--- src/msm_pkg.sv ---
// ----------------------------------------------------------------------------
// msm_pkg
// Shared types and constants of the microcoded stack machine datapath:
// control word layout, bus codes, memory geometry and stream packing.
// ----------------------------------------------------------------------------
package msm_pkg;

    localparam int WORD_W      = 32;
    localparam int BYTE_W      = 8;
    localparam int LANES       = WORD_W / BYTE_W;

    // Main memory, byte addressed, held as words with byte lanes
    localparam int MEMORY_BYTES = 65536;
    localparam int MEM_AW       = $clog2(MEMORY_BYTES);
    localparam int MEM_WORDS    = MEMORY_BYTES / LANES;
    localparam int MEM_WAW      = MEM_AW - 2;

    // Control store
    localparam int CS_DEPTH = 512;
    localparam int CS_AW    = $clog2(CS_DEPTH);
    localparam int CW_W     = 36;

    // Register file, ordered as the C-bus enable bits
    localparam int NUM_REGS  = 9;
    localparam int REG_IDX_W = 4;
    localparam logic [REG_IDX_W-1:0] REG_MAR = 4'd0;
    localparam logic [REG_IDX_W-1:0] REG_MDR = 4'd1;
    localparam logic [REG_IDX_W-1:0] REG_PC  = 4'd2;
    localparam logic [REG_IDX_W-1:0] REG_SP  = 4'd3;
    localparam logic [REG_IDX_W-1:0] REG_LV  = 4'd4;
    localparam logic [REG_IDX_W-1:0] REG_CPP = 4'd5;
    localparam logic [REG_IDX_W-1:0] REG_TOS = 4'd6;
    localparam logic [REG_IDX_W-1:0] REG_OPC = 4'd7;
    localparam logic [REG_IDX_W-1:0] REG_H   = 4'd8;

    // B bus sources
    localparam logic [3:0] BSEL_MDR  = 4'd0;
    localparam logic [3:0] BSEL_PC   = 4'd1;
    localparam logic [3:0] BSEL_MBRU = 4'd2;
    localparam logic [3:0] BSEL_MBR  = 4'd3;
    localparam logic [3:0] BSEL_SP   = 4'd4;
    localparam logic [3:0] BSEL_LV   = 4'd5;
    localparam logic [3:0] BSEL_CPP  = 4'd6;
    localparam logic [3:0] BSEL_TOS  = 4'd7;
    localparam logic [3:0] BSEL_OPC  = 4'd8;

    // ALU functions
    localparam logic [5:0] ALU_AND       = 6'd12;
    localparam logic [5:0] ALU_ONE       = 6'd17;
    localparam logic [5:0] ALU_MINUS_ONE = 6'd18;
    localparam logic [5:0] ALU_PASS_B    = 6'd20;
    localparam logic [5:0] ALU_PASS_H    = 6'd24;
    localparam logic [5:0] ALU_NOT_H     = 6'd26;
    localparam logic [5:0] ALU_OR        = 6'd28;
    localparam logic [5:0] ALU_NOT_B     = 6'd44;
    localparam logic [5:0] ALU_INC_B     = 6'd53;
    localparam logic [5:0] ALU_DEC_B     = 6'd54;
    localparam logic [5:0] ALU_INC_H     = 6'd57;
    localparam logic [5:0] ALU_NEG_H     = 6'd59;
    localparam logic [5:0] ALU_ADD       = 6'd60;
    localparam logic [5:0] ALU_ADD_INC   = 6'd61;
    localparam logic [5:0] ALU_B_MINUS_H = 6'd63;

    // Shifter
    localparam logic [1:0] SH_SRL1 = 2'd1;
    localparam logic [1:0] SH_SLL8 = 2'd2;

    // Memory and jump control bits
    localparam int MEM_FETCH_BIT = 0;
    localparam int MEM_READ_BIT  = 1;
    localparam int MEM_WRITE_BIT = 2;
    localparam int JAM_Z_BIT     = 0;
    localparam int JAM_NZ_BIT    = 1;
    localparam int JAM_MPC_BIT   = 2;

    // Item kinds
    localparam logic [1:0] MODE_EXEC = 2'd0;
    localparam logic [1:0] MODE_CS   = 2'd1;
    localparam logic [1:0] MODE_MEM  = 2'd2;

    localparam int S_TDATA_W = 56;
    localparam int S_TUSER_W = 2;
    localparam int M_TDATA_W = 312;

    typedef struct packed {
        logic [CS_AW-1:0] next_addr;
        logic [2:0]       jam;
        logic [1:0]       shift;
        logic [5:0]       alu_op;
        logic [8:0]       c_en;
        logic [2:0]       mem_op;
        logic [3:0]       b_sel;
    } cw_t;

    typedef struct packed {
        logic [LANES-1:0]  be;
        logic [MEM_WAW-1:0] addr;
        logic [WORD_W-1:0] data;
    } mem_wr_t;

    // Result packing, last field (next_mpc) in the lowest bits
    typedef struct packed {
        logic [5:0]        pad;
        logic [WORD_W-1:0] h;
        logic [WORD_W-1:0] opc;
        logic [WORD_W-1:0] tos;
        logic [WORD_W-1:0] cpp;
        logic [WORD_W-1:0] lv;
        logic [WORD_W-1:0] sp;
        logic [BYTE_W-1:0] mbr;
        logic [WORD_W-1:0] pc;
        logic [WORD_W-1:0] mdr;
        logic [WORD_W-1:0] mar;
        logic              zero;
        logic [CS_AW-1:0]  next_mpc;
    } res_t;

endpackage

--- src/msm_alu.sv ---
// ----------------------------------------------------------------------------
// msm_alu
// B bus select, ALU and shifter for one microinstruction, plus zero detect
// on the ALU result ahead of the shifter.
// ----------------------------------------------------------------------------
module msm_alu (
    input  msm_pkg::cw_t                                     cw,
    input  logic [msm_pkg::NUM_REGS-1:0][msm_pkg::WORD_W-1:0] regs,
    input  logic [msm_pkg::BYTE_W-1:0]                       mbr,
    input  logic [msm_pkg::WORD_W-1:0]                       prev,
    output logic [msm_pkg::WORD_W-1:0]                       c_bus,
    output logic                                             zero
);
    import msm_pkg::*;

    logic [WORD_W-1:0] b_bus;
    logic [WORD_W-1:0] h_bus;
    logic [WORD_W-1:0] alu_raw;

    assign h_bus = regs[REG_H];

    always_comb
    begin
        unique case (cw.b_sel)
            BSEL_MDR:  b_bus = regs[REG_MDR];
            BSEL_PC:   b_bus = regs[REG_PC];
            BSEL_MBRU: b_bus = {{(WORD_W-BYTE_W){1'b0}}, mbr};
            BSEL_MBR:  b_bus = {{(WORD_W-BYTE_W){mbr[BYTE_W-1]}}, mbr};
            BSEL_SP:   b_bus = regs[REG_SP];
            BSEL_LV:   b_bus = regs[REG_LV];
            BSEL_CPP:  b_bus = regs[REG_CPP];
            BSEL_TOS:  b_bus = regs[REG_TOS];
            BSEL_OPC:  b_bus = regs[REG_OPC];
            default:   b_bus = '1;
        endcase
    end

    always_comb
    begin
        unique case (cw.alu_op)
            ALU_AND:       alu_raw = h_bus & b_bus;
            ALU_ONE:       alu_raw = WORD_W'(1);
            ALU_MINUS_ONE: alu_raw = '1;
            ALU_PASS_B:    alu_raw = b_bus;
            ALU_PASS_H:    alu_raw = h_bus;
            ALU_NOT_H:     alu_raw = ~h_bus;
            ALU_OR:        alu_raw = h_bus | b_bus;
            ALU_NOT_B:     alu_raw = ~b_bus;
            ALU_INC_B:     alu_raw = b_bus + WORD_W'(1);
            ALU_DEC_B:     alu_raw = b_bus - WORD_W'(1);
            ALU_INC_H:     alu_raw = h_bus + WORD_W'(1);
            ALU_NEG_H:     alu_raw = WORD_W'(0) - h_bus;
            ALU_ADD:       alu_raw = h_bus + b_bus;
            ALU_ADD_INC:   alu_raw = h_bus + b_bus + WORD_W'(1);
            ALU_B_MINUS_H: alu_raw = b_bus - h_bus;
            // unknown function: hold the last C bus value
            default:       alu_raw = prev;
        endcase
    end

    assign zero = (alu_raw == '0);

    always_comb
    begin
        unique case (cw.shift)
            SH_SRL1: c_bus = {1'b0, alu_raw[WORD_W-1:1]};
            SH_SLL8: c_bus = {alu_raw[WORD_W-BYTE_W-1:0], {BYTE_W{1'b0}}};
            default: c_bus = alu_raw;
        endcase
    end

endmodule

--- config.mk ---
export PLATFORM = sky130hd
export DESIGN_NAME = msm_alu
export DESIGN_NICKNAME = d
export VERILOG_FILES = /design/src/msm_pkg.sv /design/src/msm_alu.sv
export SDC_FILE = /design/constraint.sdc
export NUM_CORES = 1
export LEC_CHECK = 0
export BUFFER_PORTS_ARGS = -buffer_cell sky130_fd_sc_hd__buf_2
export CORE_MARGIN = 8
export CORE_UTILIZATION = 30
export DETAILED_ROUTE_END_ITERATION = 10
export PLACE_DENSITY_LB_ADDON = 0.2
export SLEW_MARGIN = 20
export SYNTH_ARGS = -nofsm -noshare
export SYNTH_HDL_FRONTEND = slang
export SYNTH_SLANG_ARGS = --single-unit
export TNS_END_PERCENT = 100
--- constraint.sdc ---
create_clock -name vclk -period 16.9
set_input_delay 3.38 -clock vclk [all_inputs]
set_output_delay 3.38 -clock vclk [all_outputs]
set_load 0.05 [all_outputs]
Yosys cells after proc, flatten, opt, wreduce, memory -nomap -nowiden. Index checks and enable logic that the tools add are counted.

Register bits: 0. Output and inout bits: 33. Input bits: 364. Logic and storage cells: 41.

Multiplexer cells: 3. Reduce and logical (&&, ||, !) cells: 2. Equal/unequal tests: 25. Bitwise logic cells: 4. Add/sub/neg operators: 7.

Operators by type and width (number): 32-bit one-hot mux with 15 select lines (1); 32-bit one-hot mux with 9 select lines (1); 32-bit by 1-bit adder with 32-bit output, second input constant (3); 32-bit NOT (2); 32-bit one-hot mux with 2 select lines (1); 6-bit == test, second input constant (8); 6-bit by 5-bit == test with 1-bit output, second input constant (6); 32-bit adder (1); 32-bit bitwise AND (1); 32-bit logical NOT (1); 32-bit bitwise OR (1); 1-bit by 32-bit subtractor with 32-bit output, first input constant (1); 32-bit by 1-bit subtractor with 32-bit output, second input constant (1); 32-bit subtractor (1); 4-bit by 3-bit == test with 1-bit output, second input constant (4); 4-bit by 2-bit == test with 1-bit output, second input constant (2); 6-bit by 4-bit == test with 1-bit output, second input constant (1); 4-bit by 1-bit == test with 1-bit output, second input constant (1); 4-bit == test, second input constant (1); 4-bit logical NOT (1); 2-bit by 1-bit == test with 1-bit output, second input constant (1); 2-bit == test, second input constant (1).

Depth between registers and ports, before layout.
Word-level depth: 6. Depth in mapped cells: 26.

Least setup slack after synthesis. OpenSTA, ideal clock, no wires.

Path kind: input port to output port. Start point: in cw[2] in the netlist's numbering. End point: out zero. Slack: 4.061 ns. Buffers on the path: 7. Arrival: 9.459 ns. Stages: 26. Data required time: 13.520 ns. Cells stage by stage: buf_2 buf_4 buf_2 buf_4 clkbuf_1 nand3_1 nand3_1 o21ai_0 o221ai_1 inv_1 ha_1 buf_2 a21oi_1 o21ai_1 a211oi_1 xor2_1 mux2_2 or4b_4 nor4_4 buf_2 nand4_1 xnor2_1 nand2_1 a41oi_1 or4b_1 nor4_2.

Word-level cells in the longest chain between the ends: 6. Elaborated cells between the ends (all ways): 20. Those cells by class: add/sub: 5; eq/ne: 8; mux: 2; bitwise: 3; reduce/logical: 2.

RTL lines: from (decl) (line msm_alu.sv:7) `input msm_pkg::cw_t cw,`; 4-bit == test (tied with other cells) (line msm_alu.sv:24) `unique case (cw.b_sel)`; 32-bit one-hot mux with 9 select lines (*) (line msm_alu.sv:24); 32-bit adder (line msm_alu.sv:53, msm_alu.sv:54); 32-bit by 1-bit adder with 32-bit output (line msm_alu.sv:54) `ALU_ADD_INC: alu_raw = h_bus + b_bus + WORD_W'(1);`; 32-bit one-hot mux with 15 select lines (*) (line msm_alu.sv:40) `unique case (cw.alu_op)`; 32-bit logical NOT (*) (line msm_alu.sv:61) `assign zero = (alu_raw == '0);`; to (decl) (line msm_alu.sv:12) `output logic zero`.

Mark *: on every way between the ends. The rest lies on a longest branch, timed or not.

Worst setup path after layout. Ends and elaborated chain as after synthesis.

==> reports/metrics.yaml <==
drt:
  drc: 0
  via_count: 15130
  first_pass_iters: 6
  wl_met1_mm: 24.27
  antenna_left: 0
  vias_per_cell: 6.173
  route.met3.wl_mm: 3.819
  wl_per_cell_um: 24.16
  drt_iter0_markers: 1698
  wl_mm: 59.21
  top_layer: "met5"
  routed-wl-met2_mm: 28.58
critical_path:
  endpoint: "zero"
  cp_max_fo: 46
  required_ns: 13.52
  crit_path_start_kind: "primary input"
  crit_slowest_cell: "a211oi_1"
  crit_path_end_kind: "output port"
  cpPeakStageDelay_ns: 0.68
  crit_buf_inv: 4
  cp.depth: 23
  crit_chain: "buf_2, buf_4, and3b_1, o21ai_0, and2_1, o21ai_0, a211oi_1, inv_1, ha_1, a21oi_1, o21ai_1, a211oi_1, xor2_1, mux2_2, or4b_4, nor4_4, nand3_2, or3_1, nand3_1, a21oi_1, or4b_1, nor4_2, buf_2"
  crit_family: "simple AND/OR/NAND/NOR gates"
  startpoint: "cw[2]"
  cp.arrival_ns: 10.94
  critical_path_class: "in2out"
hold_path:
  min_path_type: "in2out"
  whs_path_depth: 4
sta:
  rsz0062_at_grt: "false"
  hold_ws_ns: 7.269
  max_clock_freq_mhz: 69.84
  relSlewSlack_pct: 24.68
  fin_crit_ns: 14.32
  hold_viol_final: 0
  setup_viol: 0
  drv_slew: 0
  finalCritPeriodShare_pct: 84.73
  tightest_slew_ns: 1.127
  tns_ns: 0
logic_synthesis:
  synth_cell_types: 84
  avgSynthCellArea_sq_um: 6.321
  synth_nets: 2200
  syn_inst: 1735
  ys_warn_count: 0
  syn_area_sq_mm: 0.01097
  yosysSeqAreaShare_pct: 0
die:
  rows: 70
  start_util_pct: 30.17
  fp.dieH_um: 207.2
  die-area_sq_mm: 0.04293
  core_area_sq_mm: 0.03635
  ios: 397
  dieWidth_um: 207.2
pwr:
  p_leak_nw: 5.690
  peakVddDrop_v: 0.00002185
  pwr_density_cell_mw_per_mm2: 38.68
clocking:
  hold_buffers: 0
  post_cts_resized: 0
  post_cts_buffers: 0
global_routing:
  grt.total_usage_pct: 25.44
  grt_max_degree: 58
  grt_pass1_vias: 14550
  grt_pass1_wl_mm: 87.64
  overflow: 0
  antenna_found_initial: 6
cells_and_area:
  fillCellCount: 4071
  layout_common_cells: "buf_2, nand2_1, nor2_1"
  seq_area_sq_um: 0
  nFlopsAndLatches: 0
  multi_input_area_sq_mm: 0.01008
  layout-drive-gt1-share_pct: 21.27
  syn2layout_area_growth_pct: 18.25
  layout.nets: 2446
  layout_commonest_cell: "buf_2"
  clock_buffers: 0
run_status:
  outcome: "finished, final reports clean"
job:
  drv_cap: 0
place:
  place.gp.congestion: 0.9358
  port_buffers: 341
  dp_hpwl_mm: 47.98
[worst min-delay path by stage]
stage	startpoint	endpoint	slack [ns]
2_1_floorplan	prev[31]	zero	7.02
3_3_place_gp	prev[31]	zero	7.27
3_5_place_dp	prev[31]	zero	7.27
4_1_cts	prev[31]	zero	7.27
5_1_grt	prev[31]	zero	7.32
6_report	prev[31]	zero	7.27
[stage by stage]
stage | setup WS, ns | cell area [sq um] | utilization [%] | cells | total power (W)
finish | 2.581 | 12970 | 35.68 | 2451 | 0.0005017
global route | 2.239 | 12960 | 35.65 | 2447 | 0.0005405
CTS | 2.701 | 12960 | 35.65 | 2447 | 0.0004957
detailed placement | 2.708 | 12960 | 35.65 | 2447 | 0.0004932
global placement | 2.765 | 12960 | 35.65 | 2447 | 0.0004895
floorplan | 4.061 | 10970 | - | 1735 | 0.0003295
[where the power goes]
part	total, W	leakage, nW	internal, W	switching [W]
registers	0	0	0	0
logic	0.000502	5.69	0.000169	0.000333
clock network	0.0000000000178	0.0000227	0.0000000000177	0
total	0.000502	5.69	0.000169	0.000333
[metal layers]
layer / GRT usage, % / vias to the layer above
met5: 0 / -
met3: 2.597 / 146
met4: 9.317 / 12
li1: - / 7063
met1: 31.73 / 7227
met2: 44.70 / 682
[cell usage after synthesis, drive strengths merged, types with 16 or more instances]
master | number | area [sq um]
nor4 | 19 | 152.7
a221oi | 27 | 236.5
inv | 100 | 375.4
mux2 | 22 | 247.7
and3 | 24 | 150.1
xnor2 | 59 | 516.8
mux2i | 33 | 330.3
nor2 | 165 | 621.9
clkbuf | 88 | 330.3
ha | 99 | 1239
o211ai | 17 | 127.6
nand3 | 44 | 225.2
a21oi | 160 | 804.5
nand2b | 19 | 118.9
buf | 37 | 197.7
and2 | 17 | 106.4
nand4 | 28 | 175.2
a211oi | 25 | 187.7
a22o | 18 | 157.7
o221ai | 26 | 227.7
o21a | 16 | 127.6
o22ai | 22 | 137.6
a31oi | 19 | 118.9
a21o | 25 | 187.7
o21ai | 154 | 770.7
nand2 | 170 | 640.6
xor2 | 25 | 219.0
nor3 | 44 | 220.2
and4 | 16 | 140.1
a22oi | 35 | 262.8
[kinds of logic after synthesis]
logic type	count (synthesis)	share of synthesized area, %
AOI/OAI and AO/OA	668	40.55
buffers and inverters	225	8.237
xor gates and xnor gates	84	6.709
adders and majority gates	101	11.66
muxes	59	6.092
and+or+nand+nor	598	26.75
[area by class of cell]
type,instances,area share (%)
multi-input cells,1510,77.73
repair buffers,369,14.78
well taps,468,4.515
inverters,100,2.894
diodes,4,0.07718
(Power assumes the default switching activity.)
